`src/hdl/rdc_pkg.sv`:
```
`default_nettype none
// ============================================================================
// rdc_pkg: shared types, constants and functions of the radix digit converter
// Holds the item and result beat layouts, radix clamping, the chunked
// divide step used by the digit loop and the digit-to-ASCII mapping.
// ============================================================================
package rdc_pkg;

    // Field widths
    localparam int VALUE_W  = 31;
    localparam int RADIX_W  = 5;
    localparam int CHAR_W   = 7;
    localparam int DIGIT_W  = 4;

    // Dividend bits consumed per divide cycle
    localparam int CHUNK_W  = 8;

    // Parameter defaults
    localparam int VALUE_BITS_DEF  = 31;
    localparam int STACK_DEPTH_DEF = 32;

    // Radix limits
    localparam logic [RADIX_W-1:0] RADIX_MIN = 5'd2;
    localparam logic [RADIX_W-1:0] RADIX_MAX = 5'd16;

    // ASCII mapping
    localparam logic [CHAR_W-1:0]  ZERO_CHAR      = 7'd48;
    localparam logic [CHAR_W-1:0]  LETTER_BASE    = 7'd65;
    localparam logic [DIGIT_W-1:0] DECIMAL_DIGITS = 4'd10;

    // Queue depths
    localparam int REQ_DEPTH = 2;
    localparam int OUT_DEPTH = 4;
    localparam int OCNT_W    = $clog2(OUT_DEPTH + 1);

    typedef struct packed {
        logic [VALUE_W-1:0] value;
        logic [RADIX_W-1:0] radix;
    } in_t;

    typedef struct packed {
        logic [CHAR_W-1:0] digit_char;
        logic              last;
    } out_t;

    // Front-to-back request: head of the request queue
    typedef struct packed {
        logic vld;
        in_t  item;
    } rdc_req_t;

    // Back-to-result-queue beat
    typedef struct packed {
        logic vld;
        out_t data;
    } rdc_beat_t;

    // Clamp a radix into 2..16
    function automatic logic [RADIX_W-1:0] clamp_radix(input logic [RADIX_W-1:0] r);
        logic [RADIX_W-1:0] res;
        res = r;
        if (r < RADIX_MIN)
        begin
            res = RADIX_MIN;
        end
        else if (r > RADIX_MAX)
        begin
            res = RADIX_MAX;
        end
        return res;
    endfunction

    // Divide {rem, chunk} by radix; returns {quotient bits, new remainder}.
    // rem is below radix, so each partial value fits in five bits.
    function automatic logic [CHUNK_W+DIGIT_W-1:0] div_chunk(
        input logic [DIGIT_W-1:0] rem,
        input logic [CHUNK_W-1:0] chunk,
        input logic [RADIX_W-1:0] radix
    );
        logic [RADIX_W-1:0] part;
        logic [CHUNK_W-1:0] q;
        part = {1'b0, rem};
        q    = '0;
        for (int i = CHUNK_W - 1; i >= 0; i--)
        begin
            part = {part[DIGIT_W-1:0], chunk[i]};
            if (part >= radix)
            begin
                part = part - radix;
                q[i] = 1'b1;
            end
        end
        return {q, part[DIGIT_W-1:0]};
    endfunction

    // Map a digit to '0'..'9' or 'A'..'F'
    function automatic logic [CHAR_W-1:0] to_ascii(input logic [DIGIT_W-1:0] d);
        logic [CHAR_W-1:0] c;
        if (d >= DECIMAL_DIGITS)
        begin
            c = LETTER_BASE + CHAR_W'(d - DECIMAL_DIGITS);
        end
        else
        begin
            c = ZERO_CHAR + CHAR_W'(d);
        end
        return c;
    endfunction

endpackage
`default_nettype wire

```
`src/hdl/rdc_front.sv`:
```
`default_nettype none
// ============================================================================
// rdc_front: input side of the converter
// Accepts item beats, masks the value and clamps the radix, and holds them
// in a short request queue until the digit engine takes them.
// ============================================================================
module rdc_front #(
    parameter int VALUE_BITS = rdc_pkg::VALUE_BITS_DEF
) (
    input  wire logic            clk,
    input  wire logic            rst_n,
    input  wire logic            push,
    input  wire rdc_pkg::in_t    item,
    output logic                 full,
    output rdc_pkg::rdc_req_t    req,
    input  wire logic            take
);

    localparam int EFF_W = (VALUE_BITS < rdc_pkg::VALUE_W) ? VALUE_BITS : rdc_pkg::VALUE_W;
    localparam logic [rdc_pkg::VALUE_W-1:0] VALUE_MASK =
        {rdc_pkg::VALUE_W{1'b1}} >> (rdc_pkg::VALUE_W - EFF_W);
    localparam int PTR_W = $clog2(rdc_pkg::REQ_DEPTH);
    localparam int CNT_W = $clog2(rdc_pkg::REQ_DEPTH + 1);

    rdc_pkg::in_t       q_reg [rdc_pkg::REQ_DEPTH];
    logic [PTR_W-1:0]   wr_ptr_reg, wr_ptr_next;
    logic [PTR_W-1:0]   rd_ptr_reg, rd_ptr_next;
    logic [CNT_W-1:0]   cnt_reg, cnt_next;
    logic               do_push;
    logic               do_pop;
    rdc_pkg::in_t       clean;

    // Classify the incoming beat
    always_comb
    begin
        clean.value = item.value & VALUE_MASK;
        clean.radix = rdc_pkg::clamp_radix(item.radix);
    end

    assign full    = (cnt_reg == CNT_W'(rdc_pkg::REQ_DEPTH));
    assign do_push = push && !full;
    assign do_pop  = take && (cnt_reg != '0);

    assign req.vld  = (cnt_reg != '0);
    assign req.item = q_reg[rd_ptr_reg];

    // Advance pointers and occupancy
    always_comb
    begin
        wr_ptr_next = wr_ptr_reg;
        rd_ptr_next = rd_ptr_reg;
        cnt_next    = cnt_reg;
        if (do_push)
        begin
            wr_ptr_next = (wr_ptr_reg == PTR_W'(rdc_pkg::REQ_DEPTH - 1)) ? '0
                                                                         : wr_ptr_reg + 1'b1;
        end
        if (do_pop)
        begin
            rd_ptr_next = (rd_ptr_reg == PTR_W'(rdc_pkg::REQ_DEPTH - 1)) ? '0
                                                                         : rd_ptr_reg + 1'b1;
        end
        if (do_push && !do_pop)
        begin
            cnt_next = cnt_reg + 1'b1;
        end
        else if (!do_push && do_pop)
        begin
            cnt_next = cnt_reg - 1'b1;
        end
    end

    always_ff @(posedge clk or negedge rst_n)
    begin
        if (!rst_n)
        begin
            wr_ptr_reg <= '0;
            rd_ptr_reg <= '0;
            cnt_reg    <= '0;
        end
        else
        begin
            wr_ptr_reg <= wr_ptr_next;
            rd_ptr_reg <= rd_ptr_next;
            cnt_reg    <= cnt_next;
        end
    end

    // Hold queued items
    always_ff @(posedge clk)
    begin
        if (do_push)
        begin
            q_reg[wr_ptr_reg] <= clean;
        end
    end

endmodule
`default_nettype wire

```
`src/hdl/rdc_back.sv`:
```
`default_nettype none
// ============================================================================
// rdc_back: digit engine of the converter
// Divides the value by the radix one chunk per cycle, pushes each remainder
// on the digit stack, then pops the stack most significant digit first and
// sends ASCII beats to the result queue under a credit check.
// ============================================================================
module rdc_back #(
    parameter int VALUE_BITS  = rdc_pkg::VALUE_BITS_DEF,
    parameter int STACK_DEPTH = rdc_pkg::STACK_DEPTH_DEF
) (
    input  wire logic                        clk,
    input  wire logic                        rst_n,
    input  wire rdc_pkg::rdc_req_t           req,
    output logic                             take,
    input  wire logic [rdc_pkg::OCNT_W-1:0]  out_cnt,
    output rdc_pkg::rdc_beat_t               beat
);

    localparam int EFF_W  = (VALUE_BITS < rdc_pkg::VALUE_W) ? VALUE_BITS : rdc_pkg::VALUE_W;
    localparam int NCHUNK = (EFF_W + rdc_pkg::CHUNK_W - 1) / rdc_pkg::CHUNK_W;
    localparam int QW     = NCHUNK * rdc_pkg::CHUNK_W;
    localparam int SW     = (NCHUNK > 1) ? $clog2(NCHUNK) : 1;
    localparam int AW     = $clog2(STACK_DEPTH);
    localparam int CW     = $clog2(STACK_DEPTH + 1);

    localparam logic [1:0] S_IDLE = 2'd0;
    localparam logic [1:0] S_DIV  = 2'd1;
    localparam logic [1:0] S_EMIT = 2'd2;

    logic [1:0]                     state_reg, state_next;
    logic [QW-1:0]                  quo_reg, quo_next;
    logic [rdc_pkg::DIGIT_W-1:0]    rem_reg, rem_next;
    logic [rdc_pkg::RADIX_W-1:0]    radix_reg, radix_next;
    logic [SW-1:0]                  step_reg, step_next;
    logic [CW-1:0]                  cnt_reg, cnt_next;
    logic                           rd_vld_reg;
    logic                           rd_last_reg;
    logic [rdc_pkg::DIGIT_W-1:0]    rd_data_reg;
    logic [rdc_pkg::DIGIT_W-1:0]    stack_mem [STACK_DEPTH];

    logic [rdc_pkg::CHUNK_W+rdc_pkg::DIGIT_W-1:0] div_res;
    logic [rdc_pkg::CHUNK_W-1:0]    chunk_q;
    logic [rdc_pkg::DIGIT_W-1:0]    chunk_r;
    logic [QW-1:0]                  quo_shift;
    logic                           last_step;
    logic                           wr_en;
    logic                           issue;
    logic [CW-1:0]                  rd_ptr;

    // Divide one chunk of the running quotient
    assign div_res   = rdc_pkg::div_chunk(rem_reg, quo_reg[QW-1 -: rdc_pkg::CHUNK_W], radix_reg);
    assign chunk_q   = div_res[rdc_pkg::CHUNK_W+rdc_pkg::DIGIT_W-1 -: rdc_pkg::CHUNK_W];
    assign chunk_r   = div_res[rdc_pkg::DIGIT_W-1:0];
    assign quo_shift = (quo_reg << rdc_pkg::CHUNK_W) | QW'(chunk_q);
    assign last_step = (step_reg == SW'(NCHUNK - 1));

    // Pop the stack when the result queue has room for the read in flight
    assign rd_ptr = cnt_reg - 1'b1;
    assign issue  = (state_reg == S_EMIT) && (cnt_reg != '0) &&
                    ((int'(out_cnt) + int'(rd_vld_reg)) < rdc_pkg::OUT_DEPTH);
    assign wr_en  = (state_reg == S_DIV) && last_step;
    assign take   = (state_reg == S_IDLE) && req.vld;

    // Sequence division and emission
    always_comb
    begin
        state_next = state_reg;
        quo_next   = quo_reg;
        rem_next   = rem_reg;
        radix_next = radix_reg;
        step_next  = step_reg;
        cnt_next   = cnt_reg;
        unique case (state_reg)
            S_IDLE:
            begin
                if (req.vld)
                begin
                    quo_next   = QW'(req.item.value[EFF_W-1:0]);
                    radix_next = req.item.radix;
                    rem_next   = '0;
                    step_next  = '0;
                    cnt_next   = '0;
                    state_next = S_DIV;
                end
            end
            S_DIV:
            begin
                quo_next = quo_shift;
                rem_next = chunk_r;
                if (last_step)
                begin
                    rem_next  = '0;
                    step_next = '0;
                    cnt_next  = cnt_reg + 1'b1;
                    if ((quo_shift == '0) || (cnt_reg == CW'(STACK_DEPTH - 1)))
                    begin
                        state_next = S_EMIT;
                    end
                end
                else
                begin
                    step_next = step_reg + 1'b1;
                end
            end
            S_EMIT:
            begin
                if (issue)
                begin
                    cnt_next = cnt_reg - 1'b1;
                    if (cnt_reg == CW'(1))
                    begin
                        state_next = S_IDLE;
                    end
                end
            end
            default:
            begin
                state_next = S_IDLE;
            end
        endcase
    end

    always_ff @(posedge clk or negedge rst_n)
    begin
        if (!rst_n)
        begin
            state_reg  <= S_IDLE;
            step_reg   <= '0;
            cnt_reg    <= '0;
            rd_vld_reg <= 1'b0;
        end
        else
        begin
            state_reg  <= state_next;
            step_reg   <= step_next;
            cnt_reg    <= cnt_next;
            rd_vld_reg <= issue;
        end
    end

    // Hold datapath registers
    always_ff @(posedge clk)
    begin
        quo_reg   <= quo_next;
        rem_reg   <= rem_next;
        radix_reg <= radix_next;
    end

    // Digit stack: push during division, registered pop during emission
    always_ff @(posedge clk)
    begin
        if (wr_en)
        begin
            stack_mem[cnt_reg[AW-1:0]] <= chunk_r;
        end
        if (issue)
        begin
            rd_data_reg <= stack_mem[rd_ptr[AW-1:0]];
            rd_last_reg <= (cnt_reg == CW'(1));
        end
    end

    assign beat.vld             = rd_vld_reg;
    assign beat.data.digit_char = rdc_pkg::to_ascii(rd_data_reg);
    assign beat.data.last       = rd_last_reg;

endmodule
`default_nettype wire

```
`src/hdl/rdc_out_q.sv`:
```
`default_nettype none
// ============================================================================
// rdc_out_q: result queue of the converter
// Buffers ASCII digit beats from the digit engine and presents the oldest
// one to the consumer; reports its occupancy back for credit.
// ============================================================================
module rdc_out_q (
    input  wire logic                        clk,
    input  wire logic                        rst_n,
    input  wire rdc_pkg::rdc_beat_t          beat,
    output logic [rdc_pkg::OCNT_W-1:0]       out_cnt,
    input  wire logic                        pop,
    output logic                             empty,
    output rdc_pkg::out_t                    result
);

    localparam int PTR_W = $clog2(rdc_pkg::OUT_DEPTH);
    localparam int CNT_W = rdc_pkg::OCNT_W;

    rdc_pkg::out_t      q_reg [rdc_pkg::OUT_DEPTH];
    logic [PTR_W-1:0]   wr_ptr_reg, wr_ptr_next;
    logic [PTR_W-1:0]   rd_ptr_reg, rd_ptr_next;
    logic [CNT_W-1:0]   cnt_reg, cnt_next;
    logic               do_pop;

    assign empty   = (cnt_reg == '0);
    assign do_pop  = pop && !empty;
    assign out_cnt = cnt_reg;
    assign result  = q_reg[rd_ptr_reg];

    // Advance pointers and occupancy
    always_comb
    begin
        wr_ptr_next = wr_ptr_reg;
        rd_ptr_next = rd_ptr_reg;
        cnt_next    = cnt_reg;
        if (beat.vld)
        begin
            wr_ptr_next = (wr_ptr_reg == PTR_W'(rdc_pkg::OUT_DEPTH - 1)) ? '0
                                                                         : wr_ptr_reg + 1'b1;
        end
        if (do_pop)
        begin
            rd_ptr_next = (rd_ptr_reg == PTR_W'(rdc_pkg::OUT_DEPTH - 1)) ? '0
                                                                         : rd_ptr_reg + 1'b1;
        end
        if (beat.vld && !do_pop)
        begin
            cnt_next = cnt_reg + 1'b1;
        end
        else if (!beat.vld && do_pop)
        begin
            cnt_next = cnt_reg - 1'b1;
        end
    end

    always_ff @(posedge clk or negedge rst_n)
    begin
        if (!rst_n)
        begin
            wr_ptr_reg <= '0;
            rd_ptr_reg <= '0;
            cnt_reg    <= '0;
        end
        else
        begin
            wr_ptr_reg <= wr_ptr_next;
            rd_ptr_reg <= rd_ptr_next;
            cnt_reg    <= cnt_next;
        end
    end

    // Hold queued digits
    always_ff @(posedge clk)
    begin
        if (beat.vld)
        begin
            q_reg[wr_ptr_reg] <= beat.data;
        end
    end

endmodule
`default_nettype wire

```
`src/hdl/radix_digit_converter.sv`:
```
`default_nettype none
// Flow: an item is registered in the request queue until the digit engine takes it,
// then the chunked divider works through the value in 8-bit chunks for each digit,
// then the stack is popped through a registered read while the result queue has room.
// The engine takes a new item only when idle, once every digit of the last one is popped;
// meanwhile the request queue holds up to two waiting items.
// Reset clears all control state; the digit stack needs no clearing pass.
// ============================================================================
// radix_digit_converter: integer to ASCII digits in a radix from 2 to 16
// Front queue takes items, the digit engine divides and unstacks digits,
// and a result queue hands ASCII beats out, least significant flagged last.
// ============================================================================
module radix_digit_converter #(
    parameter int VALUE_BITS  = rdc_pkg::VALUE_BITS_DEF,
    parameter int STACK_DEPTH = rdc_pkg::STACK_DEPTH_DEF
) (
    input  wire logic          clk,
    input  wire logic          rst_n,
    input  wire logic          push,
    input  wire rdc_pkg::in_t  item,
    output logic               full,
    output logic               empty,
    input  wire logic          pop,
    output rdc_pkg::out_t      result
);

    rdc_pkg::rdc_req_t              req;
    logic                           take;
    rdc_pkg::rdc_beat_t             beat;
    logic [rdc_pkg::OCNT_W-1:0]     out_cnt;

    // Accept and classify items
    rdc_front #(
        .VALUE_BITS (VALUE_BITS)
    ) u_front (
        .clk   (clk),
        .rst_n (rst_n),
        .push  (push),
        .item  (item),
        .full  (full),
        .req   (req),
        .take  (take)
    );

    // Divide and unstack digits
    rdc_back #(
        .VALUE_BITS  (VALUE_BITS),
        .STACK_DEPTH (STACK_DEPTH)
    ) u_back (
        .clk     (clk),
        .rst_n   (rst_n),
        .req     (req),
        .take    (take),
        .out_cnt (out_cnt),
        .beat    (beat)
    );

    // Buffer result beats
    rdc_out_q u_out_q (
        .clk     (clk),
        .rst_n   (rst_n),
        .beat    (beat),
        .out_cnt (out_cnt),
        .pop     (pop),
        .empty   (empty),
        .result  (result)
    );

endmodule
`default_nettype wire

```
`config.mk`:
```
export PLATFORM = sky130hd
export DESIGN_NAME = radix_digit_converter
export DESIGN_NICKNAME = d
export VERILOG_FILES = /design/src/hdl/rdc_pkg.sv /design/src/hdl/rdc_front.sv /design/src/hdl/rdc_back.sv /design/src/hdl/rdc_out_q.sv /design/src/hdl/radix_digit_converter.sv
export SDC_FILE = /design/constraint.sdc
export NUM_CORES = 1
export LEC_CHECK = 0
export BUFFER_PORTS_ARGS = -buffer_cell sky130_fd_sc_hd__buf_2
export CELL_PAD_IN_SITES_DETAIL_PLACEMENT = 1
export CELL_PAD_IN_SITES_GLOBAL_PLACEMENT = 2
export CORE_MARGIN = 10
export CORE_UTILIZATION = 46
export CTS_CLUSTER_SIZE = 8
export DETAILED_ROUTE_END_ITERATION = 16
export PLACE_DENSITY = 0.83
export REMOVE_ABC_BUFFERS = 1
export SYNTH_ARGS = -nofsm -noshare
export SYNTH_HDL_FRONTEND = slang
export SYNTH_SLANG_ARGS = --single-unit
export TNS_END_PERCENT = 20
```
`constraint.sdc`:
```
create_clock -name clk -period 15.1 [get_ports clk]
set_clock_uncertainty 0.15 [all_clocks]
set_input_delay 0.755 -clock clk [delete_from_list [all_inputs] [get_ports clk]]
set_output_delay 0.755 -clock clk [all_outputs]
set_load 0.03 [all_outputs]
```
Word-level counts from Yosys, hierarchy flattened
Memories as Yosys holds them, arrays and structs flattened. A register that Yosys moved wholly into a read port is not among the register bits.
Index checks and enable logic that the tools add are counted.
Storage, ports and cells
  bits in registers: 64
  RAM bits: 232
  input port bits: 40
  output and inout port bits: 10
  logic and storage cells: 148
  memories kept: 3
Memories
  u_back.stack_mem: words 32, bits a word 4, read ports 1, clocked after Yosys merged registers in 1, write ports 1, RTL line rdc_back.sv:40  | logic [rdc_pkg::DIGIT_W-1:0] stack_mem [STACK_DEPTH];
  u_front.q_reg: words 2, bits a word 36, read ports 1, clocked after Yosys merged registers in 0, write ports 1, RTL line rdc_front.sv:25  | rdc_pkg::in_t q_reg [rdc_pkg::REQ_DEPTH];
  u_out_q.q_reg: words 4, bits a word 8, read ports 1, clocked after Yosys merged registers in 0, write ports 1, RTL line rdc_out_q.sv:20  | rdc_pkg::out_t q_reg [rdc_pkg::OUT_DEPTH];
Operators by class
  $add $sub $neg: 23
  order comparisons: 12
  equal/unequal tests: 13
  muxes and demuxes: 51
  bitwise logic cells: 1
  reductions and logical operators: 31
Operator list (count)
  32-bit case mux with 2 select lines: 1
  5-bit greater-or-equal comparator: 8
  4-bit 2-to-1 mux: 10
  32-bit zero test: 1
  32-bit by 4-bit < comparator with 1-bit output, second input constant: 1
  32-bit 2-to-1 mux: 1
  32-bit by 8-bit OR with 32-bit output: 1
  4-bit subtractor: 8
  2-bit 2-to-1 mux: 11
  6-bit 2-to-1 mux: 3
  6-bit case mux with 3 select lines: 1
  1-bit 2-to-1 mux: 16
  1-bit logical AND: 11
  2-bit equality test, second input constant: 5
  5-bit 2-to-1 mux: 2
  2-bit by 1-bit adder with 2-bit output, second input constant: 4
  4-bit case mux with 2 select lines: 1
  2-bit nonzero test: 4
  6-bit by 4-bit adder with 7-bit output, first input constant: 1
  7-bit adder, first input constant: 1
  7-bit 2-to-1 mux: 1
  6-bit by 1-bit adder with 6-bit output, second input constant: 1
  6-bit by 1-bit equality test with 1-bit output, second input constant: 1
  6-bit by 5-bit equality test with 1-bit output, second input constant: 1
  other kinds (25): 36

Longest topological paths before layout
Gate-level depths: netlist of run 1.
  depth in word-level cells: 22
  mapped depth: 51
  depth with buffers taken out: 50

Cells and area by module
A second synthesis of run 1 with hierarchy kept.
Unflattened totals
  cell total of the unflattened synthesis: 882
  area total of the unflattened synthesis: 14188.6 µm²
Modules (own cells, without submodules)
  rdc_back: instances 1, cells each 665, area an instance 9619.2 µm², sequential area each 5500.3 µm²
  rdc_front: instances 1, cells each 139, area an instance 2987.9 µm², sequential area each 2262.2 µm²
  rdc_out_q: instances 1, cells each 78, area an instance 1581.5 µm², sequential area each 1136.1 µm²

Least setup slack after synthesis of run 1
Ideal clock, no wire load.
  kind: reg2reg
  start: register u_back.radix_reg[1] (netlist name)
  end: memory u_back.stack_mem[0][2] (netlist name), data pin
  data arrival time: 11366 ps
  setup slack: 3207 ps
  stages on the path, launching flop included: 47
  path buffers: 1
  cell sequence: edfxtp_1 -> inv_1 -> ha_1 -> and3_1 -> o21ai_0 -> nand2_1 -> mux2_2 -> ha_1 -> and4_1 -> a21oi_1 -> nand2b_1 -> a311oi_1 -> nor2_1 -> ha_1 -> and2_4 -> a221o_1 -> a221o_1 -> buf_6 -> [... 11 more ...] -> o21ai_1 -> mux2_2 -> ha_1 -> a21o_1 -> a31o_2 -> or2_2 -> o221ai_1 -> ha_1 -> nand2_1 -> o21ai_1 -> nor2_1 -> a211oi_1 -> inv_1 -> ha_1 -> nand2_1 -> o21ai_1 -> inv_1 -> a21oi_1
On the way
  word-level cells in the longest chain between the ends: 16
  elaborated cells between the ends (all ways): 24
Ends and longest elaborated chain
  from (decl): RTL line rdc_back.sv:34  | logic [rdc_pkg::RADIX_W-1:0] radix_reg, radix_next;
  from (signal assigned): RTL line rdc_back.sv:147  | radix_reg <= radix_next;
  4-bit subtractor or 5-bit greater-or-equal comparator (tied branches): RTL line rdc_pkg.sv:89, rdc_pkg.sv:87
  4-bit 2-to-1 mux: RTL line rdc_pkg.sv:87  | if (part >= radix)
  4-bit subtractor or 5-bit greater-or-equal comparator (tied branches): RTL line rdc_pkg.sv:89, rdc_pkg.sv:87
  4-bit 2-to-1 mux: RTL line rdc_pkg.sv:87
  4-bit subtractor or 5-bit greater-or-equal comparator (tied branches): RTL line rdc_pkg.sv:89, rdc_pkg.sv:87
  4-bit 2-to-1 mux: RTL line rdc_pkg.sv:87
  5-bit greater-or-equal comparator or 4-bit subtractor (tied branches): RTL line rdc_pkg.sv:87, rdc_pkg.sv:89
  4-bit 2-to-1 mux: RTL line rdc_pkg.sv:87
  4-bit subtractor or 5-bit greater-or-equal comparator (tied branches): RTL line rdc_pkg.sv:89, rdc_pkg.sv:87
  4-bit 2-to-1 mux: RTL line rdc_pkg.sv:87
  4-bit subtractor or 5-bit greater-or-equal comparator (tied branches): RTL line rdc_pkg.sv:89, rdc_pkg.sv:87
  4-bit 2-to-1 mux: RTL line rdc_pkg.sv:87
  5-bit greater-or-equal comparator or 4-bit subtractor (tied branches): RTL line rdc_pkg.sv:87, rdc_pkg.sv:89
  4-bit 2-to-1 mux: RTL line rdc_pkg.sv:87
  4-bit subtractor or 5-bit greater-or-equal comparator (tied branches): RTL line rdc_pkg.sv:89, rdc_pkg.sv:87
  4-bit 2-to-1 mux (*): RTL line rdc_pkg.sv:87
  net u_back.chunk_r, one bit: RTL line rdc_back.sv:44  | logic [rdc_pkg::DIGIT_W-1:0] chunk_r;
  to (decl): RTL line rdc_back.sv:40
Mark *: on every way through the listed nets, which the timed path passes. The rest lies on a longest branch.

Worst setup path in the final report of run 1
  start: register u_back.radix_reg[1] (netlist name)
  end: memory u_back.stack_mem[30][2] (netlist name), data pin
On the way
  word-level cells in the longest chain between the ends: 16
  elaborated cells between the ends (all ways): 24
Ends and longest elaborated chain (RTL line)
  4-bit subtractor or 5-bit greater-or-equal comparator (tied branches): rdc_pkg.sv:89, rdc_pkg.sv:87
  4-bit 2-to-1 mux: rdc_pkg.sv:87
  4-bit subtractor or 5-bit greater-or-equal comparator (tied branches): rdc_pkg.sv:89, rdc_pkg.sv:87
  4-bit 2-to-1 mux: rdc_pkg.sv:87
  4-bit subtractor or 5-bit greater-or-equal comparator (tied branches): rdc_pkg.sv:89, rdc_pkg.sv:87
  4-bit 2-to-1 mux: rdc_pkg.sv:87
  5-bit greater-or-equal comparator or 4-bit subtractor (tied branches): rdc_pkg.sv:87, rdc_pkg.sv:89
  4-bit 2-to-1 mux: rdc_pkg.sv:87
  4-bit subtractor or 5-bit greater-or-equal comparator (tied branches): rdc_pkg.sv:89, rdc_pkg.sv:87
  4-bit 2-to-1 mux: rdc_pkg.sv:87
  4-bit subtractor or 5-bit greater-or-equal comparator (tied branches): rdc_pkg.sv:89, rdc_pkg.sv:87
  4-bit 2-to-1 mux: rdc_pkg.sv:87
  5-bit greater-or-equal comparator or 4-bit subtractor (tied branches): rdc_pkg.sv:87, rdc_pkg.sv:89
  4-bit 2-to-1 mux: rdc_pkg.sv:87
  4-bit subtractor or 5-bit greater-or-equal comparator (tied branches): rdc_pkg.sv:89, rdc_pkg.sv:87
  4-bit 2-to-1 mux (*): rdc_pkg.sv:87
Mark *: on every way between the ends. The rest lies on a longest branch, timed or not.

==> qor.json, run 1 <==
{
  "outcome": {
    "status": "complete, no violations"
  },
  "critical_path": {
    "critical_path_origin": "u_back.radix_reg[1]$_DFFE_PP_",
    "cp-end-kind": "flip-flop",
    "arrival_time_of_data_at_the_critical_path_endpoint_ns": 13.99,
    "regToRegStartpoint": "u_back.radix_reg[1]$_DFFE_PP_",
    "crit_required_ns": 15.14,
    "worst-setup-path-type": "reg -> reg",
    "critical-path-max-stage-delay_ns": 0.65,
    "crit_slowest_cell": "sky130_fd_sc_hd__edfxtp_1",
    "timing.critical_path.fanout_max": 16,
    "cp.buffers_inverters": 5,
    "cpLargestDelayFamily": "compound AO/OA/AOI/OAI gates",
    "setup.reg_to_reg.worst_slack_ns": 1.15,
    "setup.worst_path.start_class": "flip-flop",
    "path_common_cell": "sky130_fd_sc_hd__ha_1"
  },
  "yosys": {
    "post_synth_fa_ha_maj_area_fraction_pct": 6.84,
    "synth_sequential_area_ratio_pct": 63.7,
    "synth.mux.area_fraction_pct": 12.6,
    "synth_largest_type_area_fraction_pct": 59.8,
    "synth_compound_area_share_pct": 5.92,
    "yosys.cell_types.count": 56,
    "synth.cell_area_sq_mm": 0.0140,
    "post_synth_xor_area_fraction_pct": 2.01,
    "synth_async_sr_flop_share_pct": 7.33,
    "simple_logic_cell_fraction_of_the_synthesized_area_pct": 6.69,
    "ys_flop_type": "sky130_fd_sc_hd__edfxtp_1",
    "ys.warnings.count": 0,
    "syn-mean-instance-area_sq_um": 15.1,
    "synth_top_family_by_area": "multiplexers",
    "synth_top_cells_by_area": "sky130_fd_sc_hd__edfxtp_1 (60%), sky130_fd_sc_hd__mux4_2 (7.7%), sky130_fd_sc_hd__ha_1 (5.6%)",
    "synth.ff_latch_count": 300,
    "synth-edff-count": 278,
    "synthCells": 923,
    "synth_area_leader_cell": "sky130_fd_sc_hd__edfxtp_1"
  },
  "detailed_routing": {
    "avgViaCountPerCell": 5.62,
    "antenna_violating_nets_post_route": 0,
    "avgRoutedWirePerCell_microns": 22.2,
    "drcViolationCount": 0,
    "routed-via-count": 7847,
    "drt-initial-drc-count": 464,
    "1st_pass_router_iterations": 5,
    "drt_wl_total_mm": 31.0
  },
  "layout": {
    "num_antenna_cells": 0,
    "post_route_cells_drive_above_1_share_pct": 19.5,
    "design.final.nets": 1106,
    "area.growth.synth_to_final_pct": 13.5,
    "largest_reg_flops": 128
  },
  "clock_tree": {
    "cts.sink_count": 300,
    "htree_depth": 2,
    "clock-root-buffer": "sky130_fd_sc_hd__clkbuf_16",
    "path_clk_slew_ns": 0.06,
    "worstSkewPairLatency_ns": 0.54,
    "post-cts-setup-buffers": 0,
    "tritoncts_clock_tree": "yes",
    "numCtsBuffers": 43,
    "cts-root-to-sink-buffers": 3
  },
  "grt": {
    "grt_use_total_pct": 16.3,
    "antenna_found_initial": 0,
    "grt.overflow.total": 0,
    "first_global_vias": 8535,
    "wire_length_of_the_first_global_routing_pass_mm": 49.6,
    "grt_start_max_net_pins": 80
  },
  "sta": {
    "worst_margin_slew_ns": 1.15,
    "finalWorstSetupSlack_ns": 1.15,
    "final_max_slew_viol_count": 0,
    "finalSetupViolations": 0,
    "relSlewSlack_pct": 23.4,
    "finalHoldViolCount": 0,
    "max_freq_ghz": 0.0717,
    "finalSetupTns_ns": 0,
    "final.hold.worst_slack_ns": 0.0391,
    "finalCritPeriodShare_pct": 92.4,
    "timing.final.crit_period_ns": 13.95
  },
  "power_and_ir_drop": {
    "switching_share_pct": 22.8,
    "static-leakage-power_nw": 6.07,
    "p_clk_share_pct": 42.7,
    "netSwitchingPower_uw": 454,
    "power_per_cell_area_mw_per_mm2": 125,
    "worst_ir_drop_vdd_mv": 0.0690,
    "p_int_mw": 1.53,
    "seq_power_share_pct": 50.3,
    "combinationalPowerShare_pct": 7.0
  },
  "floorplanning": {
    "die_width_microns": 194,
    "initial_core_util_pct": 46.9,
    "floorplan.core_area_sq_mm": 0.0298,
    "die_h_microns": 194,
    "placement_row_count": 63,
    "fp.dieArea_sq_mm": 0.0377,
    "pin_count": 50
  },
  "hold_path": {
    "timing.hold.worst.class": "in -> async"
  },
  "place": {
    "place_hpwl_mm": 20.6,
    "gp_congestion": 0.825,
    "port_buffers": 49,
    "pre_cts_slack_ns": 0.973
  },
  "job": {
    "max_cap_check_violation_count": 0
  }
}
[layer usage]
metal / global-route usage, % / vias up / share of wire, % / routed length, microns
li1: - / 3658 / - / -
met1: 22.5 / 4022 / 46 / 14400
met2: 26.1 / 124 / 49 / 15100
met3: 2.77 / 43 / 3.3 / 1020
met4: 3.86 / 0 / 1.6 / 484
met5: 0 / - / 0 / 0
[final timing paths]
kind                                                          end  cells past startpoint
worst max-delay path            u_back.stack_mem[30][2]$_DFFE_PP_                     48
max in group asynchronous           u_back.cnt_reg[0]$_DFFE_PN0P_                      1
worst min register to register     u_back.step_reg[1]$_DFFE_PN0P_                      1
worst max register to register  u_back.stack_mem[30][2]$_DFFE_PP_                     48
worst min-delay path               u_front.rd_ptr_reg$_DFFE_PN0P_                      1
min in group clk                   u_front.q_reg[1][33]$_DFFE_PP_                      1
[worst register-to-register path, delay by kind of cell (launching register included)]
family | cells | cell delay [ns]
AO/OA/AOI/OAI | 22 | 5.96
adder cells (fa/ha/maj) | 8 | 2.46
AND/OR/NAND/NOR | 8 | 1.72
multiplexers | 5 | 1.70
buffers and inverters | 5 | 0.98
flip-flops | 1 | 0.65
[area by class of cell]
type | count | area [sq um]
Clock buffer | 53 | 1110
Clock inverter | 4 | 53.8
Fill cell | 2864 | 13900
Inverter | 49 | 184
Multi-Input combinational cell | 544 | 4810
Sequential cell | 300 | 8900
Tap cell | 390 | 488
Timing Repair Buffer | 57 | 305
[stage by stage]
step | utilization (%) | instance area (sq um) | power (mW) | cells
global placement | 49.2 | 14700 | 1.15 | 1339
finish | 53.2 | 15900 | 1.99 | 1397
CTS | 53.1 | 15800 | 2.01 | 1396
floorplan | - | 13800 | 1.10 | 892
detailed placement | 49.2 | 14700 | 1.16 | 1339
global route | 53.2 | 15900 | 2.07 | 1397
[synthesized netlist by cell type, drive strengths merged (2+ instances only)]
master    n
buf      13
o221ai    4
nand3b    4
o31ai     3
and2     12
nand2b   12
or2       3
xnor2    21
a21o     18
nor4      9
a21oi    22
o21ai    55
or3b      2
nand2    64
mux2     25
xor2     11
ha       62
a22o      3
fa        9
inv      49
a221o     3
nor3      6
a211oi    4
a211o     2
nor2     55
nand4     2
nor2b     4
mux2i    39
and4      3
edfxtp  278
nand3    13
mux4     48
clkbuf   18
a31oi     7
o22ai     2
dfrtp    22
or3       2
and3      3
[power groups by stage]
stage / sequential (mW) / clock, mW / combinational (mW)
after CTS: 1.00 / 0.870 / 0.143
after global placement: 1.01 / 0 / 0.137
after floorplan: 1.01 / 0 / 0.0978
after global routing: 1.01 / 0.908 / 0.154
final: 1.00 / 0.850 / 0.139
after detailed placement: 1.02 / 0 / 0.143
[cell families (layout without fill, tap and decap cells)]
| kind of cell | Yosys count | in the layout |
|---|---|---|
| and+or+nand+nor | 196 | 196 |
| muxes | 112 | 112 |
| adders and majority gates | 71 | 71 |
| AOI/OAI and AO/OA | 132 | 133 |
| xor gates and xnor gates | 32 | 32 |
| DFF | 300 | 300 |
| buffers and inverters | 80 | 163 |
[layout by cell type, fill, tap and decap left out, types with 22 or more instances in the layout]
cell,n
sky130_fd_sc_hd__edfxtp_1,278
sky130_fd_sc_hd__nand2_1,64
sky130_fd_sc_hd__ha_1,60
sky130_fd_sc_hd__nor2_1,54
sky130_fd_sc_hd__o21ai_0,50
sky130_fd_sc_hd__inv_1,49
sky130_fd_sc_hd__buf_2,49
sky130_fd_sc_hd__mux4_2,48
sky130_fd_sc_hd__clkbuf_16,43
sky130_fd_sc_hd__mux2i_1,38
sky130_fd_sc_hd__mux2_2,22
[what timing repair did]
item,in CTS,in global routing
gates resized for setup,0,3
setup endpoints to repair,0,65
endpoints found under the hold margin,0,0
hold buffers,0,0
Note: power is estimated with default switching activity, not from simulation.
==> inputs of run 2 (changes only) <==
--- a/config.mk
+++ b/config.mk
@@ -10,6 +10,7 @@
 export CELL_PAD_IN_SITES_GLOBAL_PLACEMENT = 2
 export CORE_MARGIN = 10
 export CORE_UTILIZATION = 46
+export CTS_BUF_LIST = sky130_fd_sc_hd__clkbuf_16
 export CTS_CLUSTER_SIZE = 8
 export DETAILED_ROUTE_END_ITERATION = 16
 export PLACE_DENSITY = 0.83
==> qor.json, run 2 (same netlist as run 1, synthesis figures left out) <==
{
  "outcome": {
    "status": "complete, no violations"
  },
  "grt": {
    "antenna_found_initial": 0,
    "grt_use_total_pct": 16.3,
    "grt_start_max_net_pins": 80,
    "wire_length_of_the_first_global_routing_pass_mm": 49.7,
    "grt.overflow.total": 0,
    "first_global_vias": 8536
  },
  "floorplanning": {
    "pin_count": 50,
    "die_h_microns": 194,
    "fp.dieArea_sq_mm": 0.0377,
    "die_width_microns": 194,
    "placement_row_count": 63,
    "floorplan.core_area_sq_mm": 0.0298,
    "initial_core_util_pct": 46.9
  },
  "clock_tree": {
    "clock-root-buffer": "sky130_fd_sc_hd__clkbuf_16",
    "numCtsBuffers": 43,
    "htree_depth": 2,
    "tritoncts_clock_tree": "yes",
    "worstSkewPairLatency_ns": 0.54,
    "post-cts-setup-buffers": 0,
    "cts.sink_count": 300,
    "ctsHoldBuffers": 0,
    "cts_resized": 0,
    "path_clk_slew_ns": 0.06,
    "cts-root-to-sink-buffers": 3
  },
  "power_and_ir_drop": {
    "power_per_cell_area_mw_per_mm2": 125,
    "static-leakage-power_nw": 6.11,
    "worst_ir_drop_vdd_mv": 0.0690,
    "p_total_mw": 1.98
  },
  "sta": {
    "final_max_slew_viol_count": 0,
    "finalSetupViolations": 0,
    "timing.final.crit_period_ns": 13.95,
    "relSlewSlack_pct": 23.5,
    "finalWorstSetupSlack_ns": 1.15,
    "finalCritPeriodShare_pct": 92.4,
    "max_freq_ghz": 0.0717,
    "worst_margin_slew_ns": 1.15,
    "finalHoldViolCount": 0,
    "final.hold.worst_slack_ns": 0.0384
  },
  "job": {
    "max_cap_check_violation_count": 0
  },
  "detailed_routing": {
    "1st_pass_router_iterations": 5,
    "avgRoutedWirePerCell_microns": 22.2,
    "drcViolationCount": 0,
    "drt-initial-drc-count": 472,
    "avgViaCountPerCell": 5.64,
    "drt_wl_total_mm": 30.9,
    "antenna_violating_nets_post_route": 0,
    "routed-via-count": 7874
  },
  "critical_path": {
    "arrival_time_of_data_at_the_critical_path_endpoint_ns": 13.99,
    "reg2regPathDepth": 48,
    "crit_slowest_cell": "sky130_fd_sc_hd__edfxtp_1",
    "setup.worst_path.start_class": "flip-flop",
    "cp-end-kind": "flip-flop",
    "path_common_cell": "sky130_fd_sc_hd__ha_1",
    "crit_required_ns": 15.14,
    "worst-setup-path-type": "reg -> reg",
    "critical-path-max-stage-delay_ns": 0.64,
    "timing.critical_path.fanout_max": 16
  },
  "layout": {
    "layout.cells.most_common": "sky130_fd_sc_hd__edfxtp_1",
    "area.growth.synth_to_final_pct": 13.5,
    "design.final.nets": 1106,
    "largest_reg_flops": 128,
    "post_route_cells_drive_above_1_share_pct": 19.5,
    "layout.cells.most_common_list": "sky130_fd_sc_hd__edfxtp_1 (278), sky130_fd_sc_hd__nand2_1 (64), sky130_fd_sc_hd__ha_1 (60), sky130_fd_sc_hd__inv_1 (59), sky130_fd_sc_hd__nor2_1 (54)",
    "post-route-cell-area_sq_mm": 0.0159,
    "num_antenna_cells": 0
  },
  "place": {
    "port_buffers": 49,
    "pre_cts_slack_ns": 0.973,
    "gp_congestion": 0.825,
    "postPlaceCellArea_sq_mm": 0.0147,
    "place_hpwl_mm": 20.6
  },
  "hold_path": {
    "timing.hold.worst.class": "in -> async"
  }
}
run 2: changes by cell type in the layout (fill, tap and decap cells not counted):
cell                       change
sky130_fd_sc_hd__clkbuf_1     -10
sky130_fd_sc_hd__inv_1        +10
run 2: layer usage:
metal	part of all wire (%)	wire length, microns	vias to the layer above	GRT usage (%)
met5	0	0	-	0
met4	1.6	484	0	3.86
met3	3.6	1100	43	2.77
met2	49	15100	140	26.1
met1	46	14300	4034	22.5
li1	-	-	3657	-
run 2: worst max-delay path: cells and delay by family (launching register included):
family / cells / cell delay [ns]
buf+inv: 5 / 0.98
flops: 1 / 0.64
compound gates: 22 / 5.95
fa+ha+maj: 8 / 2.46
simple gates: 8 / 1.71
mux: 5 / 1.69
run 2: per-stage QoR:
stage	util, %	cells	TNS, ns
after floorplan	-	892	0
after global placement	49.2	1339	0
after detailed placement	49.2	1339	0
after CTS	53.1	1396	0
after global routing	53.2	1397	-0.0997
final	53.2	1397	0
run 2: layout make-up:
cell class	instances	area (sq um)
sequential	300	8900
fill	2864	13900
multi-input combinational	544	4810
tap	390	488
clock buffer	43	1080
inverter	49	184
timing repair buffer	57	305
clock inverter	14	91.3
run 2: report_power, final:
part	internal [mW]	leakage (nW)	switching, mW	total (mW)
registers	0.966	2.90	0.0341	1.00
logic	0.0550	2.59	0.0840	0.139
clock network	0.507	0.611	0.337	0.844
total	1.53	6.11	0.455	1.98
run 2: path summary, 6_finish.rpt:
kind	start	slack, ns	endpoint
setup / recovery	u_back.radix_reg[1]$_DFFE_PP_	1.15	u_back.stack_mem[30][2]$_DFFE_PP_
hold / removal	rst_n	0.04	u_front.rd_ptr_reg$_DFFE_PN0P_
setup reg to reg	u_back.radix_reg[1]$_DFFE_PP_	1.15	u_back.stack_mem[30][2]$_DFFE_PP_
hold reg to reg	u_back.step_reg[1]$_DFFE_PN0P_	0.37	u_back.step_reg[1]$_DFFE_PN0P_
max in group asynchronous	rst_n	14.36	u_back.cnt_reg[0]$_DFFE_PN0P_
min in group clk	item[33]	0.26	u_front.q_reg[1][33]$_DFFE_PP_
==> inputs of run 3 (changes only) <==
--- a/config.mk
+++ b/config.mk
@@ -5,16 +5,18 @@
 export SDC_FILE = /design/constraint.sdc
 export NUM_CORES = 1
 export LEC_CHECK = 0
+export ABC_AREA = 1
 export BUFFER_PORTS_ARGS = -buffer_cell sky130_fd_sc_hd__buf_2
 export CELL_PAD_IN_SITES_DETAIL_PLACEMENT = 1
 export CELL_PAD_IN_SITES_GLOBAL_PLACEMENT = 2
 export CORE_MARGIN = 10
-export CORE_UTILIZATION = 46
+export CORE_UTILIZATION = 42
 export CTS_BUF_LIST = sky130_fd_sc_hd__clkbuf_16
 export CTS_CLUSTER_SIZE = 8
 export DETAILED_ROUTE_END_ITERATION = 16
 export PLACE_DENSITY = 0.83
 export REMOVE_ABC_BUFFERS = 1
+export SKIP_LAST_GASP = 1
 export SYNTH_ARGS = -nofsm -noshare
 export SYNTH_HDL_FRONTEND = slang
 export SYNTH_SLANG_ARGS = --single-unit
==> qor.json, run 3 <==
{
  "outcome": {
    "status": "complete, no violations"
  },
  "sta": {
    "timing.final.crit_period_ns": 11.70,
    "rsz0062_at_grt": "false",
    "finalSetupTns_ns": 0,
    "final_max_slew_viol_count": 0,
    "final.hold.worst_slack_ns": 0.0270,
    "worst_margin_slew_ns": 1.16,
    "max_freq_ghz": 0.0855,
    "finalSetupViolations": 0,
    "finalCritPeriodShare_pct": 77.5,
    "relSlewSlack_pct": 22.4,
    "finalHoldViolCount": 0
  },
  "layout": {
    "layout.cells.most_common_list": "sky130_fd_sc_hd__edfxtp_1 (278), sky130_fd_sc_hd__nor2_1 (236), sky130_fd_sc_hd__nand2_1 (217), sky130_fd_sc_hd__inv_1 (117), sky130_fd_sc_hd__o21ai_0 (116)",
    "filler_cell_count": 3682,
    "combined_area_of_the_multi_input_logic_cells_sq_mm": 0.00486,
    "fin_util_pct": 48.2,
    "ff_latch_area_sq_mm": 0.00890,
    "num_antenna_cells": 0,
    "post_route_cells_drive_above_1_share_pct": 10.2,
    "area.growth.synth_to_final_pct": 12.7,
    "design.final.nets": 1523,
    "largest_reg_flops": 128,
    "post-route-cell-area_sq_mm": 0.0162,
    "layout.cells.most_common": "sky130_fd_sc_hd__edfxtp_1"
  },
  "hold_path": {
    "timing.hold.worst.class": "in -> async"
  },
  "yosys": {
    "synth_sequential_area_ratio_pct": 61.7,
    "synth.cell_area_sq_mm": 0.0144,
    "ys.warnings.count": 0,
    "yosys.cell_types.count": 48,
    "synth_top_cells_by_area": "sky130_fd_sc_hd__edfxtp_1 (58%), sky130_fd_sc_hd__nor2_1 (6.2%), sky130_fd_sc_hd__nand2_1 (5.7%)",
    "synth_area_leader_cell": "sky130_fd_sc_hd__edfxtp_1",
    "ys_flop_type": "sky130_fd_sc_hd__edfxtp_1",
    "synth_async_sr_flop_share_pct": 7.33,
    "synth.most_common_cell": "sky130_fd_sc_hd__edfxtp_1",
    "synth_largest_type_area_fraction_pct": 57.9,
    "synthCells": 1356,
    "synth_top_cells_by_count": "sky130_fd_sc_hd__edfxtp_1 (278), sky130_fd_sc_hd__nor2_1 (238), sky130_fd_sc_hd__nand2_1 (217)",
    "syn-mean-instance-area_sq_um": 10.6,
    "synth-edff-count": 278,
    "synth.ff_latch_count": 300
  },
  "clock_tree": {
    "htree_depth": 2,
    "ctsHoldBuffers": 0,
    "post-cts-setup-buffers": 0,
    "cts-root-to-sink-buffers": 3,
    "tritoncts_clock_tree": "yes",
    "cts_resized": 0,
    "cts.sink_count": 300,
    "clock-root-buffer": "sky130_fd_sc_hd__clkbuf_16",
    "path_clk_slew_ns": 0.05,
    "numCtsBuffers": 43,
    "worstSkewPairLatency_ns": 0.55
  },
  "place": {
    "place_hpwl_mm": 24.1,
    "gp_congestion": 0.835,
    "postPlaceCellArea_sq_mm": 0.0151,
    "port_buffers": 49
  },
  "critical_path": {
    "critical-path-max-stage-delay_ns": 0.86,
    "crit_required_ns": 15.13,
    "crit_slowest_cell": "sky130_fd_sc_hd__nand2_1",
    "worst-setup-path-type": "reg -> reg",
    "setup.reg_to_reg.worst_slack_ns": 3.40,
    "cp-end-kind": "flip-flop",
    "arrival_time_of_data_at_the_critical_path_endpoint_ns": 11.73,
    "path_common_cell": "sky130_fd_sc_hd__nand2_1",
    "setup.worst_path.start_class": "flip-flop",
    "timing.critical_path.fanout_max": 32
  },
  "floorplanning": {
    "fp.dieArea_sq_mm": 0.0421,
    "placement_row_count": 67,
    "pin_count": 50,
    "die_h_microns": 205,
    "initial_core_util_pct": 42.8,
    "die_width_microns": 205,
    "floorplan.core_area_sq_mm": 0.0337
  },
  "detailed_routing": {
    "drt-initial-drc-count": 591,
    "drcViolationCount": 0,
    "antenna_violating_nets_post_route": 0,
    "avgViaCountPerCell": 5.25,
    "drt_wl_total_mm": 36.3,
    "1st_pass_router_iterations": 5,
    "routed-via-count": 9847,
    "avgRoutedWirePerCell_microns": 19.4
  },
  "grt": {
    "wire_length_of_the_first_global_routing_pass_mm": 57.7,
    "antenna_found_initial": 1,
    "grt.overflow.total": 0,
    "grt_use_total_pct": 17.4,
    "first_global_vias": 10400,
    "grt_start_max_net_pins": 68
  },
  "job": {
    "max_cap_check_violation_count": 0
  },
  "power_and_ir_drop": {
    "p_total_mw": 2.02,
    "worst_ir_drop_vdd_mv": 0.0906,
    "power_per_cell_area_mw_per_mm2": 124,
    "static-leakage-power_nw": 6.41
  }
}
==> run 3: cell types whose count changed in the layout (fill, tap and decap cells not counted), sizes merged, moves of 13 or more <==
cell | previous run | this run
nor2 | 55 | 253
o22ai | 2 | 16
o21ai | 55 | 155
mux2i | 39 | 1
a21oi | 23 | 72
mux4 | 48 | 0
xnor2 | 21 | 8
nand3 | 13 | 37
nand2 | 64 | 219
a21o | 18 | 1
inv | 62 | 126
mux2 | 25 | 1
==> run 3: per-layer routing <==
layer	track usage (%)	part of all wire (%)
met5	0	0.041
met3	3.22	4.5
met2	28.0	46
met1	23.7	47
met4	4.46	2.0
==> run 3: path summary, 6_finish.rpt <==
check | cells past startpoint | to | start
setup / recovery | 66 | u_back.stack_mem[27][2]$_DFFE_PP_ | u_back.radix_reg[1]$_DFFE_PP_
hold / removal | 1 | u_front.cnt_reg[0]$_DFFE_PN0P_ | rst_n
setup reg to reg | 66 | u_back.stack_mem[27][2]$_DFFE_PP_ | u_back.radix_reg[1]$_DFFE_PP_
hold reg to reg | 2 | u_back.radix_reg[4]$_DFFE_PP_ | u_front.q_reg[0][4]$_DFFE_PP_
max in group asynchronous | 1 | u_back.cnt_reg[0]$_DFFE_PN0P_ | rst_n
min in group clk | 1 | u_front.q_reg[0][33]$_DFFE_PP_ | item[33]
==> run 3: cell families (layout without fill, tap and decap cells) <==
kind of cell	Yosys count	after routing	synth area share, %
simple gates	531	531	15.1
xor+xnor	24	24	1.64
flops	300	300	61.7
buf+inv	158	230	4.75
compound gates	270	270	10.0
mux	2	2	0.148
fa+ha+maj	71	71	6.63
==> run 3: worst max-delay path: cells and delay by family (launching register included) <==
family | cells | cell delay (ns)
flops | 1 | 0.57
compound gates | 4 | 0.80
fa+ha+maj | 8 | 2.45
simple gates | 45 | 5.94
buf+inv | 9 | 1.34
==> run 3: per-stage QoR <==
step                worst slack, ns  cells
floorplan                      5.77   1308
global placement               4.07   1815
detailed placement             3.45   1815
CTS                            3.37   1876
global route                   2.06   1876
finish                         3.40   1876
==> run 3: cell type report <==
cell class,count,area share [%]
clock buffers,43,6.63
clock inverters,18,0.655
inverters,110,2.56
multi-input cells,898,29.9
flip-flops and latches,300,54.8
well taps,448,3.45
repair buffers,59,1.97
==> run 3: where the power goes <==
group	total (mW)	internal (mW)	switching, mW
Sequential	0.995	0.965	0.0303
Clock	0.855	0.509	0.347
Combinational	0.169	0.0476	0.121
